$ cat src/hw/rtl/pnacc_pkg.sv
package pnacc_pkg;

    // Action codes carried in the input tuser.
    localparam logic [1:0] ACT_ACC   = 2'd0;
    localparam logic [1:0] ACT_EVENT = 2'd1;
    localparam logic [1:0] ACT_READ  = 2'd2;

    // Fixed field widths and fixed-point formats.
    localparam int FRAC_BITS = 8;
    localparam int IN_SAMP_W = 14;
    localparam int HIT_W     = 24;
    localparam int EVENT_W   = 32;
    localparam int M2_W      = 58;
    localparam int MEAN_W    = 22;
    localparam int NOISE_W   = 21;

    // Shared divider and square root sizes.
    localparam int DIV_W   = 58;
    localparam int DEN_W   = 24;
    localparam int STEP_W  = 6;
    localparam int ROOTX_W = 64;
    localparam int ROOT_W  = 32;

    localparam logic [HIT_W-1:0]   HIT_MAX   = {HIT_W{1'b1}};
    localparam logic [EVENT_W-1:0] EVENT_MAX = {EVENT_W{1'b1}};
    localparam logic [M2_W-1:0]    M2_MAX    = {M2_W{1'b1}};
    localparam logic [DIV_W-1:0]   VAR_MAX   = {2'b00, {56{1'b1}}};
    localparam logic [ROOT_W-1:0]  NOISE_MAX = {11'd0, {NOISE_W{1'b1}}};

    // Divider command: start pulse and number of quotient bits to produce.
    typedef struct packed {
        logic              start;
        logic [STEP_W-1:0] steps;
    } div_ctl_t;

endpackage

$ cat src/hw/rtl/pnacc_sqrt.sv
// Floor square root of a 64-bit radicand, one root bit per cycle.
module pnacc_sqrt (
    input  logic                            clk,
    input  logic                            rst_n,
    input  logic                            start,
    input  logic [pnacc_pkg::ROOTX_W-1:0]   x,
    output logic [pnacc_pkg::ROOT_W-1:0]    root,
    output logic                            done
);

    localparam int REM_W = pnacc_pkg::ROOT_W + 3;

    logic [pnacc_pkg::ROOTX_W-1:0] x_reg;
    logic [pnacc_pkg::ROOT_W-1:0]  root_reg;
    logic [REM_W-1:0]              rem_reg;
    logic [5:0]                    cnt_reg;
    logic                          busy_reg;
    logic                          done_reg;
    logic [REM_W-1:0]              rem_sh;
    logic [REM_W-1:0]              trial;
    logic                          fits;

    // Bring in two radicand bits and test against 4*root + 1.
    always_comb
    begin
        rem_sh = {rem_reg[REM_W-3:0], x_reg[pnacc_pkg::ROOTX_W-1 -: 2]};
        trial  = REM_W'({root_reg, 2'b01});
        fits   = rem_sh >= trial;
    end

    always_ff @(posedge clk or negedge rst_n)
    begin
        if (!rst_n)
        begin
            busy_reg <= 1'b0;
            done_reg <= 1'b0;
            cnt_reg  <= '0;
        end
        else
        begin
            done_reg <= 1'b0;
            if (start)
            begin
                x_reg    <= x;
                root_reg <= '0;
                rem_reg  <= '0;
                cnt_reg  <= 6'(pnacc_pkg::ROOT_W);
                busy_reg <= 1'b1;
            end
            else if (busy_reg)
            begin
                x_reg    <= {x_reg[pnacc_pkg::ROOTX_W-3:0], 2'b00};
                rem_reg  <= fits ? rem_sh - trial : rem_sh;
                root_reg <= {root_reg[pnacc_pkg::ROOT_W-2:0], fits};
                cnt_reg  <= cnt_reg - 1'b1;
                if (cnt_reg == 6'd1)
                begin
                    busy_reg <= 1'b0;
                    done_reg <= 1'b1;
                end
            end
        end
    end

    assign root = root_reg;
    assign done = done_reg;

endmodule

$ cat config.mk
export PLATFORM = sky130hd
export DESIGN_NAME = pnacc_sqrt
export DESIGN_NICKNAME = d
export VERILOG_FILES = /design/src/hw/rtl/pnacc_pkg.sv /design/src/hw/rtl/pnacc_sqrt.sv
export SDC_FILE = /design/constraint.sdc
export NUM_CORES = 1
export LEC_CHECK = 0
export BUFFER_PORTS_ARGS = -buffer_cell sky130_fd_sc_hd__buf_2
export CAP_MARGIN = 25
export CORE_MARGIN = 5
export CORE_UTILIZATION = 40
export CTS_CLUSTER_SIZE = 10
export DETAILED_ROUTE_END_ITERATION = 8
export GPL_TIMING_DRIVEN = 0
export HOLD_SLACK_MARGIN = 0.15
export PLACE_DENSITY = 0.71
export SYNTH_ARGS = -nofsm -noshare
export SYNTH_HDL_FRONTEND = slang
export SYNTH_SLANG_ARGS = --single-unit
export TNS_END_PERCENT = 50
$ cat constraint.sdc
create_clock -name clk -period 5.6 [get_ports clk]
set_input_delay 1.12 -clock clk [delete_from_list [all_inputs] [get_ports clk]]
set_output_delay 1.12 -clock clk [all_outputs]
set_load 0.01 [all_outputs]
# [Word level (Yosys, flattened, before mapping)]
# Cells that the tools add are included.
[word_totals] latchBits=0 register_bits=139 input_bits=67 ram_bits=0 mem_bits_ro=0 n_memories=0
[op_classes] muxes=13 shift=0 n_lt_le_gt_ge=1 mul=0 bitwise_logic=0 n_eq_ne=1 n_div=0 n_reduce_logical=2 addsub=2
[ops] op="2-to-1 mux 64 bit" n=2
[ops] op="2-to-1 mux 35 bit" n=2
[ops] op="greater-or-equal comparator 35 x 34 -> 1 bit" n=1
[ops] op="subtractor 35 x 34 -> 35 bit" n=1
[ops] op="2-to-1 mux 32 bit" n=1
[ops] op="2-to-1 mux 6 bit" n=2
[ops] op="== test 6 x 1 -> 1 bit, second input constant" n=1
[ops] op="2-to-1 mux 1 bit" n=6
[ops] op="subtractor 6 x 1 -> 6 bit, second input constant" n=1
[ops] op="AND reduction 2 bit" n=1
[ops] op="nonzero test 2 bit" n=1

# [Logic depth before layout (Yosys ltp)]
[depth] word_depth=4 depth_mapped=13

# [Least setup slack after synthesis]
# Ideal clock, no wire load.
[synth_timing] path_kind="input to register" from="input start" to="register x_reg[0] (netlist name) (enable)" setup_slack_ns=0.772 path_stages=3 required_time_ns=5.107 setup_ns=0.493 t_arrival_ns=4.335 cell_sequence="clkbuf_1 -> nor2_1 -> nor2b_1"
[synth_via] elab_chain_len=2
[synth_rtl] element="start: declaration" line_no="pnacc_sqrt.sv:5" rtl="input logic start,"
[synth_rtl] element="nonzero test 2 bit (no line)"
[synth_rtl] element="AND reduction 2 bit (no line)"
[synth_rtl] element="end signal: assignment" line_no="pnacc_sqrt.sv:52" rtl="x_reg <= {x_reg[pnacc_pkg::ROOTX_W-3:0], 2'b00};"
[synth_rtl] element="end: declaration" line_no="pnacc_sqrt.sv:13" rtl="logic [pnacc_pkg::ROOTX_W-1:0] x_reg;"
# No other way between the ends.
# A chain may end at the register's enable or synchronous reset.

# [Final worst setup path]
[layout_timing] from="register root_reg (netlist bit root[8])" to="register rem_reg[21] (data pin)"
[layout_via] elab_chain_len=3 elab_cells_between_ends=4
[layout_rtl] element="start: declaration" line_no="pnacc_sqrt.sv:14" rtl="logic [pnacc_pkg::ROOT_W-1:0] root_reg;"
[layout_rtl] element="start signal: assignment" line_no="pnacc_sqrt.sv:54" rtl="root_reg <= {root_reg[pnacc_pkg::ROOT_W-2:0], fits};"
[layout_rtl] element="subtractor 35 x 34 -> 35 bit or greater-or-equal comparator 35 x 34 -> 1 bit (tied branches)" line_no="pnacc_sqrt.sv:53, pnacc_sqrt.sv:28"
[layout_rtl] element="2-to-1 mux 35 bit (*)" line_no="pnacc_sqrt.sv:53" rtl="rem_reg <= fits ? rem_sh - trial : rem_sh;"
[layout_rtl] element="2-to-1 mux 35 bit (*)" line_no="pnacc_sqrt.sv:50" rtl="else if (busy_reg)"
[layout_rtl] element="end signal: assignment" line_no="pnacc_sqrt.sv:53"
[layout_rtl] element="end: declaration" line_no="pnacc_sqrt.sv:15" rtl="logic [REM_W-1:0] rem_reg;"
# Every way passes the cells marked *; elsewhere a longest branch is shown, timed or not.

==> run summary <==
Final worst slack = 2180 ps
Sequential-to-total area share from yosys stat = 50.4%
Max FFs per register = 64
Layout area overhead = 18.1%
Via density = 5.45
Worst skew pair latency = 420 ps
Initial DRC Count = 398
Vias in the first global route = 6201
Global route total overflow = 0
Worst setup path start = root[8]
Clock period minus worst slack = 3420 ps
Synth Cell Area = 0.00808 mm^2
CP Max Fanout = 10
TritonCTS Buffers = 17
Total number of H-tree levels = 4
Clock root buffer master = clkbuf_16
Static Leak = 3.96 nW
DRC Markers = 0
Cells after Synth = 716
Worst Max-Slew Pin Slew = 922 ps
EDFF count, synth = 129
First-pass GRT wire length = 31700 um
Pre-Repair DR Iteration Count = 5
Endpoint type of the worst setup path = flip-flop
Period Utilization, post-route = 61.0%
Syn_nets = 819
Site row count = 52
CTS tree = done
HP Start = x_reg[55]
Ys Warns = 0
Area after DPL = 0.00897 mm^2
IO Port Bufs = 98
Worst reg2reg path startpoint = root[8]
Max-Cap Viols = 0
Netlist cell types = 60
Initial antenna violation count = 5
Min-delay worst type = reg2reg
Antenna cell count = 0
Final wirelength = 19400 um
Layout cells sized above 1 = 24.3%
Cell Pwr Density = 393 mW/mm^2
Pin count of the biggest net entering global routing = 75
Core box area = 0.0200 mm^2
Crit path arrival time = 3660 ps
Final cell count without fillers = 1118
Max VDD drop = 0.267 mV
Overall power = 3.75 mW
Final setup vio count = 0
CTS Sinks = 137
Starting Density = 40.3%
Total Routing Usage GR = 16.8%
Hold Slack = 545 ps
Placer congestion estimate = 0.910
Ys async rst share = 5.84%
Headroom to the max-slew limit = 38.4%
CTS Hold Bufs = 0
Syn Area/Cell = 11.3 um^2
Clk_skew = 7.73 ps
Post-place setup slack = 2080 ps
CP required = 5840 ps
Final Slew Violations = 0
Fmax = 293 MHz
CTS Buffer Depth = 2
Status = finished clean
Clock transition at the registers of the reported paths = 60 ps
Wire per inst = 17.3 um
Nets = 938
Die area = 0.0231 mm^2
Final Instance Area = 0.00955 mm^2
Post_cts resized = 0
Most used flip-flop cell after synthesis = edfxtp_1
Dpl cells = 1086
Final ANT Viol Nets = 0
Vias = 6096
Die span in x = 152 um
Final hold viol count = 0
Detail Placement HPWL = 14000 um
Die span in y = 152 um
Seq cells post-synth = 137
Post-CTS Setup Bufs = 0
Kind of critical path = reg2reg
RSZ-0062 raised after global routing = no
CP Launch Type = flip-flop
Ports = 100
[power breakdown]
group,switching [mW],internal [mW]
Sequential,0.101,1.30
Combinational,0.706,0.529
Clock,0.447,0.661
Total,1.25,2.49
[worst paths after layout]
check                      slack (ps)     endpoint  depth (start not counted)
max                              2180  rem_reg[21]                         12
min                               550    x_reg[57]                          1
max reg2reg                      2180  rem_reg[21]                         12
min reg2reg                       550    x_reg[57]                          1
max in group asynchronous        4580         done                          2
min in group asynchronous         750   cnt_reg[4]                          2
[synthesized netlist by cell type, drive strengths merged (4+ instances only)]
cell type  instances  area (um^2)
nor3               8         40.0
edfxtp           129         3870
a21o               5         37.5
nand3             13         65.1
o31ai              8         60.1
xnor2             20          175
and3               5         31.3
buf               12         76.3
inv               42          158
a311oi             4         41.3
xor2              10         87.6
nor2b              8         50.1
a211oi            21          163
nand4             11         68.8
a31oi              9         56.3
mux2i             37          370
a21oi             31          155
o21ai             23          115
dfrtp              8          200
clkbuf            32          120
and2               7         43.8
nor2              84          315
or3                4         25.0
a2111oi            4         35.0
a32oi              9         78.8
ha                36          450
nand2b             7         43.8
mux2              62          698
nand2             27          101
[layout by cell type, fill, tap and decap left out, drive strengths merged, types with 9 or more instances in the layout]
cell type / n
buf: 112
xor2: 10
a21oi: 31
a31oi: 9
ha: 36
xnor2: 20
clkbuf: 52
inv: 45
a211oi: 21
o21ai: 23
nor2: 84
nand3: 13
mux2i: 37
mux2: 62
nand4: 11
edfxtp: 129
a32oi: 9
nand2: 27
[worst max-delay path, cell delays in order, from the launching register on]
cell and delay (ps):
edfxtp_1 410, inv_1 60, ha_1 370, and3_1 220, and4_1 240, a221o_1 450, a311oi_2 440, o31a_1 200
buf_4 170, inv_2 80, buf_4 200, mux2i_1 140, a211oi_1 250
[final cells by class]
cell class | instances | area [um^2]
fillers | 1882 | 10500
flip-flops and latches | 137 | 4070
multi-input cells | 493 | 3660
repair buffers | 100 | 541
clock buffers | 20 | 437
well taps | 270 | 338
plain buffers | 44 | 196
inverters | 42 | 158
clock inverters | 12 | 143
[routing by layer]
layer  share of wire, %  vias up  global-route usage [%]
met2                 47      213                    27.3
met3                9.1       38                    6.70
li1                   -     2929                       -
met1                 42     2906                    20.4
met5               0.27        -                       0
met4                1.9       10                    6.08
[stage by stage]
| stage | setup TNS, ps | util, % |
|---|---|---|
| 2_1_floorplan | 0 | - |
| 4_1_cts | 0 | 47.6 |
| 3_5_place_dp | 0 | 44.8 |
| 6_report | 0 | 47.6 |
| 3_3_place_gp | -96180 | 44.5 |
| 5_1_grt | 0 | 47.6 |
[cells by family after synthesis]
kind of cell,synth area share (%)
buffers and inverters,4.38
multiplexers,13.2
XOR/XNOR,3.25
AO/OA/AOI/OAI,12.7
adder cells (fa/ha/maj),5.57
flip-flops,50.4
AND/OR/NAND/NOR,10.5
(Power assumes the default switching activity.)
