**config.mk**
```make
export PLATFORM = sky130hd
export DESIGN_NAME = pnacc_div
export DESIGN_NICKNAME = d
export VERILOG_FILES = /design/src/hw/rtl/pnacc_pkg.sv /design/src/hw/rtl/pnacc_div.sv
export SDC_FILE = /design/constraint.sdc
export NUM_CORES = 1
export LEC_CHECK = 0
export BUFFER_PORTS_ARGS = -buffer_cell sky130_fd_sc_hd__buf_2
export CORE_ASPECT_RATIO = 0.9
export CORE_MARGIN = 4
export CORE_UTILIZATION = 31
export DETAILED_ROUTE_END_ITERATION = 8
export PLACE_DENSITY = 0.51
export SLEW_MARGIN = 25
export SYNTH_ARGS = -nofsm -noshare
export SYNTH_HDL_FRONTEND = slang
export SYNTH_SLANG_ARGS = --single-unit
```
**constraint.sdc**
```tcl
create_clock -name clk -period 10.8 [get_ports clk]
set_input_delay 1.08 -clock clk [delete_from_list [all_inputs] [get_ports clk]]
set_output_delay 1.08 -clock clk [all_outputs]
set_load 0.005 [all_outputs]
```
**src/hw/rtl/pnacc_pkg.sv**
```systemverilog
package pnacc_pkg;

    // Action codes carried in the input tuser.
    localparam logic [1:0] ACT_ACC   = 2'd0;
    localparam logic [1:0] ACT_EVENT = 2'd1;
    localparam logic [1:0] ACT_READ  = 2'd2;

    // Fixed field widths and fixed-point formats.
    localparam int FRAC_BITS = 8;
    localparam int IN_SAMP_W = 14;
    localparam int HIT_W     = 24;
    localparam int EVENT_W   = 32;
    localparam int M2_W      = 58;
    localparam int MEAN_W    = 22;
    localparam int NOISE_W   = 21;

    // Shared divider and square root sizes.
    localparam int DIV_W   = 58;
    localparam int DEN_W   = 24;
    localparam int STEP_W  = 6;
    localparam int ROOTX_W = 64;
    localparam int ROOT_W  = 32;

    localparam logic [HIT_W-1:0]   HIT_MAX   = {HIT_W{1'b1}};
    localparam logic [EVENT_W-1:0] EVENT_MAX = {EVENT_W{1'b1}};
    localparam logic [M2_W-1:0]    M2_MAX    = {M2_W{1'b1}};
    localparam logic [DIV_W-1:0]   VAR_MAX   = {2'b00, {56{1'b1}}};
    localparam logic [ROOT_W-1:0]  NOISE_MAX = {11'd0, {NOISE_W{1'b1}}};

    // Divider command: start pulse and number of quotient bits to produce.
    typedef struct packed {
        logic              start;
        logic [STEP_W-1:0] steps;
    } div_ctl_t;

endpackage

```
**src/hw/rtl/pnacc_div.sv**
```systemverilog
// Restoring divider, one quotient bit per cycle, for the top `steps` bits.
module pnacc_div (
    input  logic                           clk,
    input  logic                           rst_n,
    input  pnacc_pkg::div_ctl_t            ctl,
    input  logic [pnacc_pkg::DIV_W-1:0]    dividend,
    input  logic [pnacc_pkg::DEN_W-1:0]    divisor,
    output logic [pnacc_pkg::DIV_W-1:0]    quotient,
    output logic                           done
);

    logic [pnacc_pkg::DIV_W-1:0]  dvd_reg;
    logic [pnacc_pkg::DIV_W-1:0]  quo_reg;
    logic [pnacc_pkg::DEN_W:0]    rem_reg;
    logic [pnacc_pkg::DEN_W-1:0]  den_reg;
    logic [pnacc_pkg::STEP_W-1:0] cnt_reg;
    logic                         busy_reg;
    logic                         done_reg;
    logic [pnacc_pkg::DEN_W:0]    rem_sh;
    logic                         fits;

    // Bring in the next dividend bit and trial-subtract the divisor.
    always_comb
    begin
        rem_sh = {rem_reg[pnacc_pkg::DEN_W-1:0], dvd_reg[pnacc_pkg::DIV_W-1]};
        fits   = rem_sh >= {1'b0, den_reg};
    end

    always_ff @(posedge clk or negedge rst_n)
    begin
        if (!rst_n)
        begin
            busy_reg <= 1'b0;
            done_reg <= 1'b0;
            cnt_reg  <= '0;
        end
        else
        begin
            done_reg <= 1'b0;
            if (ctl.start)
            begin
                dvd_reg  <= dividend << (pnacc_pkg::STEP_W'(pnacc_pkg::DIV_W) - ctl.steps);
                den_reg  <= divisor;
                rem_reg  <= '0;
                quo_reg  <= '0;
                cnt_reg  <= ctl.steps;
                busy_reg <= 1'b1;
            end
            else if (busy_reg)
            begin
                dvd_reg <= {dvd_reg[pnacc_pkg::DIV_W-2:0], 1'b0};
                rem_reg <= fits ? rem_sh - {1'b0, den_reg} : rem_sh;
                quo_reg <= {quo_reg[pnacc_pkg::DIV_W-2:0], fits};
                cnt_reg <= cnt_reg - 1'b1;
                if (cnt_reg == pnacc_pkg::STEP_W'(1))
                begin
                    busy_reg <= 1'b0;
                    done_reg <= 1'b1;
                end
            end
        end
    end

    assign quotient = quo_reg;
    assign done     = done_reg;

endmodule

```
# == After elaboration in Yosys (flattened, before gate mapping) ==
# Cells that the tools add are included.
# word_totals
register_bits,173
out_inout_bits,59
# classes
order_cmp,1
shifts,1
muxes,13
addsub,3
n_reduce_logical,3
n_eq_ne,1
# op_table
op,n
58-bit two-way mux,3
58-bit by 6-bit left shift with 58-bit output,1
25-bit two-way mux,2
25-bit by 24-bit greater-or-equal comparator with 1-bit output,1
25-bit by 24-bit subtractor with 25-bit output,1
6-bit two-way mux,2
"6-bit by 1-bit == test with 1-bit output, second input constant",1
1-bit two-way mux,6
"6-bit by 1-bit subtractor with 6-bit output, second input constant",1
"6-bit subtractor, first input constant",1
2-bit AND reduction,2
2-bit nonzero test,1

# == Logic depth before layout (Yosys ltp) ==
# depth
word_depth,4
depth_mapped,12

# == Worst setup path before layout ==
# Ideal clock, no wire load.
# synth_timing
path_kind,input-to-reg
from,input ctl[6] (netlist name)
to,register dvd_reg[0] (netlist name) (enable)
setup_ns,0.480
n_path_buf,2
path_slack_ns,6.126
arrival_time_ns,4.194
path_stages,4
cell_sequence,clkbuf_1 nor2_1 clkbuf_1 nor2b_1
# synth_between
elab_chain_cells,2
# synth_rtl
element,line_no,text
"start, declared",pnacc_div.sv:5,"input pnacc_pkg::div_ctl_t ctl,"
2-bit nonzero test (no source line),--,
2-bit AND reduction (no source line),--,
"end signal, assigned",pnacc_div.sv:42,dvd_reg <= dividend << (pnacc_pkg::STEP_W'(pnacc_pkg::DIV_W) - ctl.steps);
"end signal, assigned",pnacc_div.sv:51,"dvd_reg <= {dvd_reg[pnacc_pkg::DIV_W-2:0], 1'b0};"
"end, declared",pnacc_div.sv:12,logic [pnacc_pkg::DIV_W-1:0] dvd_reg;
# Every way passes these cells.
# A chain may end at the register's enable or synchronous reset.

# == Final worst setup path ==
# layout_timing
from,input ctl[0] (netlist name)
to,register dvd_reg[52] (netlist name) (data pin)
# layout_between
elab_chain_cells,3
# layout_rtl
element,line_no,text
6-bit subtractor,pnacc_div.sv:42,
58-bit by 6-bit left shift with 58-bit output,pnacc_div.sv:42,
58-bit two-way mux,pnacc_div.sv:40,if (ctl.start)
# Every way passes these cells.

==> results.md <==
- Relative max-transition margin: 26.5%
- DR iter-0 viols: slightly above 800
- Fill count: between 3000 and 4000
- Leak: about 5.8 nW
- Total track usage: 16.0%
- Pin count of the biggest net entering global routing: 73
- DP HPWL: ~24000 microns
- CTS tree: built
- FF+latch count, synth: approximately 170
- Finished Core Util: 36.5%
- Layout cells sized above 1: ~19%
- Die width: around 210 microns
- Clock sink count: 172
- Post-CTS Resized: 0
- Overflow after GRT: 0
- Cts hold-fix bufs: 0
- Global-route wire length before repair: 53700 microns
- Final nets: approximately 1400
- Num CTS Buffers: 17
- Multi-input gate area: approximately 6300 sq um
- Outcome: completed
- RSZ-0062 raised after global routing: no
- Wire per inst: around 19 microns
- Slew at the pin closest to its max-slew limit: between 1 and 1.5 ns
- Cell Rows: 67
- Post-CTS setup buffers: 0
- Worst Skew: ~0.021 ns
- Max-cap viol count: 0
- Syn nets: between 1000 and 1500
- Max layer used: met4
- # port buffers: 149
- Fin crit share: 42.5%
- Distinct cells, synth: 64
- Critical Path AT: 4.75 ns
- Data required, critical path: around 11 ns
- Clock slew at reported path FFs: approximately 0.080 ns
- Final count of pins violating max slew: 0
- Crit Path Category: in -> reg
- EDFF count, synth: 164
- Metal-1 WL: about 15000 microns
- CP endpoint kind: flop
- Initial Util: about a third
- Vias after detailed routing: around 9600
- CTS root buffer: clkbuf_16
- Asr flop ratio synth: roughly 4.7%
- Die Ht: 193 microns
- Die ar.: 41400 sq um
- CP startpoint kind: primary input
- Drt drc: 0
- Clock Latency Late Sink: 0.45 ns
- Gate count after technology mapping: between 1000 and 1500
- CP max stage delay: ~0.70 ns
- Worst Hold Class: reg -> reg
- Critical Path, Cell by Cell: buf_2, buf_4, ha_2, buf_4, mux2_2, mux2i_1, nor2_1, a21oi_1, a21oi_1, a221oi_1, o21ai_0
- Crit-path slowest cell: buf_4
- Post-synthesis sequential area ratio: around 43%
- # IOs: 150
- Fmax: 0.218 GHz
- Synth top area cells: edfxtp_1 (42%), mux2i_1 (12%), nor2_1 (4.9%)
- Final WL: about 34000 microns
- Cell Area, Synth: between 10000 and 15000 sq um
- Max VDD drop: about 0.084 mV
- Avg Inst Size Synth: 10.0 sq um
- Clock buffer depth: 2
- PD cells: around 160 nW/um^2
- Antenna viol nets, final: 0
- Met2 WL: between 15000 and 20000 microns
- Vias in the first global route: 9451
- Setup TNS: 0 ns
- Final setup viols: 0
- H-tree levels: 4
- Area growth syn-to-layout: 15.5%
- Predominant post-synthesis flop cell: edfxtp_1
- Yosys top cell by area: edfxtp_1
- Pre-antenna DRT Iters: 6
- WL met3: between 1500 and 2000 microns
- Initial antenna violation count: 0
- Final Wtd Congestion: just over 0.9
- Reg area: 5130 sq um
- Synth top area share: approximately two fifths
- Final hold violation count: 0
- Yosys warns: 0
- Critical-path maximum fanout: 71
- DR vias/cell: between 5 and 6
- Core ar.: around 37000 sq um
- Antenna cells: 0
- Min cycle time layout: around 4.6 ns
[metal layers]
| metal | up-vias | global-route usage, % |
|---|---|---|
| met5 | - | 0 |
| met4 | 0 | 3.84 |
| met3 | 32 | 3.69 |
| met2 | 224 | 26.5 |
| met1 | 4628 | 21.3 |
| li1 | 4667 | - |
[where the power goes]
part	switching (mW)	leakage, nW	internal [mW]	total [mW]
combinational	0.414	3.77	0.280	0.694
clock	0.283	0.274	0.324	0.607
sequential	0.0434	1.74	0.821	0.864
[critical path: cells and delay by family]
kind | cells | cell delay, ns
buffers and inverters | 3 | 1.33
AOI/OAI and AO/OA | 4 | 1.20
muxes | 2 | 0.74
adders and majority gates | 1 | 0.30
and+or+nand+nor | 1 | 0.08
[per-stage QoR]
step / cell area [sq um] / setup slack [ns] / hold slack, ns / cells / power, mW
4_1_cts: 13700 / 6.33 / 0.507 / 1784 / 2.18
2_1_floorplan: 11800 / 6.13 / 0.502 / 1183 / 1.37
3_3_place_gp: 13100 / 5.91 / 0.507 / 1751 / 1.56
6_report: 13700 / 6.21 / 0.503 / 1784 / 2.17
5_1_grt: 13700 / 5.97 / 0.506 / 1784 / 2.29
3_5_place_dp: 13100 / 5.86 / 0.510 / 1752 / 1.57
[kinds of logic (layout without fill, tap and decap cells)]
group / count (synthesis) / in the layout / share of synthesized area (%)
adder cells (fa/ha/maj): 28 / 28 / 3.02
buffers and inverters: 116 / 234 / 3.91
XOR/XNOR: 30 / 30 / 2.22
multiplexers: 185 / 185 / 17.6
flip-flops: 172 / 172 / 43.3
AND/OR/NAND/NOR: 355 / 355 / 13.0
AO/OA/AOI/OAI: 297 / 297 / 17.1
[cell usage after synthesis, types with 9 or more instances]
cell         n
inv_1       32
mux2i_1    145
o21ai_0     67
edfxtp_1   164
o2bb2ai_1   26
a21oi_1     70
buf_1       14
xor2_1      16
a221o_1     10
mux2_2      24
xnor2_1     14
a211oi_1    31
ha_1        27
a31oi_1      9
clkbuf_1    59
nor2b_1     12
mux4_2      16
nor2_1     154
and2_1      17
nor3_1      22
nand2_1    104
o21a_1       9
nand3_1     19
a22oi_1      9
o221ai_1    11
[placed cells by master, fill, tap and decap left out, types with 16 or more instances in the layout]
cell and n:
a211oi_1 31, a21oi_1 70, and2_1 17, buf_2 148, buf_4 20, clkbuf_16 17
edfxtp_1 164, ha_1 26, inv_1 32, mux2_2 24, mux2i_1 145, mux4_2 16
nand2_1 104, nand3_1 19, nor2_1 154, nor3_1 22, o21ai_0 67, o2bb2ai_1 26
[area by class of cell]
type / count / area share, %
Clock buffer: 19 / 3.16
Sequential cell: 172 / 37.5
Timing Repair Buffer: 169 / 6.71
Multi-Input combinational cell: 895 / 46.3
Clock inverter: 13 / 0.979
Tap cell: 483 / 4.42
Inverter: 33 / 0.905
[final timing paths]
kind                                                 from                        end  slack, ns  cells after the start
worst max-delay path                               ctl[0]      dvd_reg[52]$_DFFE_PP_       6.21                     11
worst min-delay path                 dvd_reg[4]$_DFFE_PP_       dvd_reg[5]$_DFFE_PP_       0.50                      1
worst max register to register  rem_reg[17]$_SDFFCE_PP0P_  rem_reg[16]$_SDFFCE_PP0P_       6.90                      9
worst min register to register       dvd_reg[4]$_DFFE_PP_       dvd_reg[5]$_DFFE_PP_       0.50                      1
max in group asynchronous                           rst_n         busy_reg$_DFF_PN0_      10.01                      1
min in group asynchronous                           rst_n             done$_DFF_PN0_       0.52                      1
(Power assumes the default switching activity.)
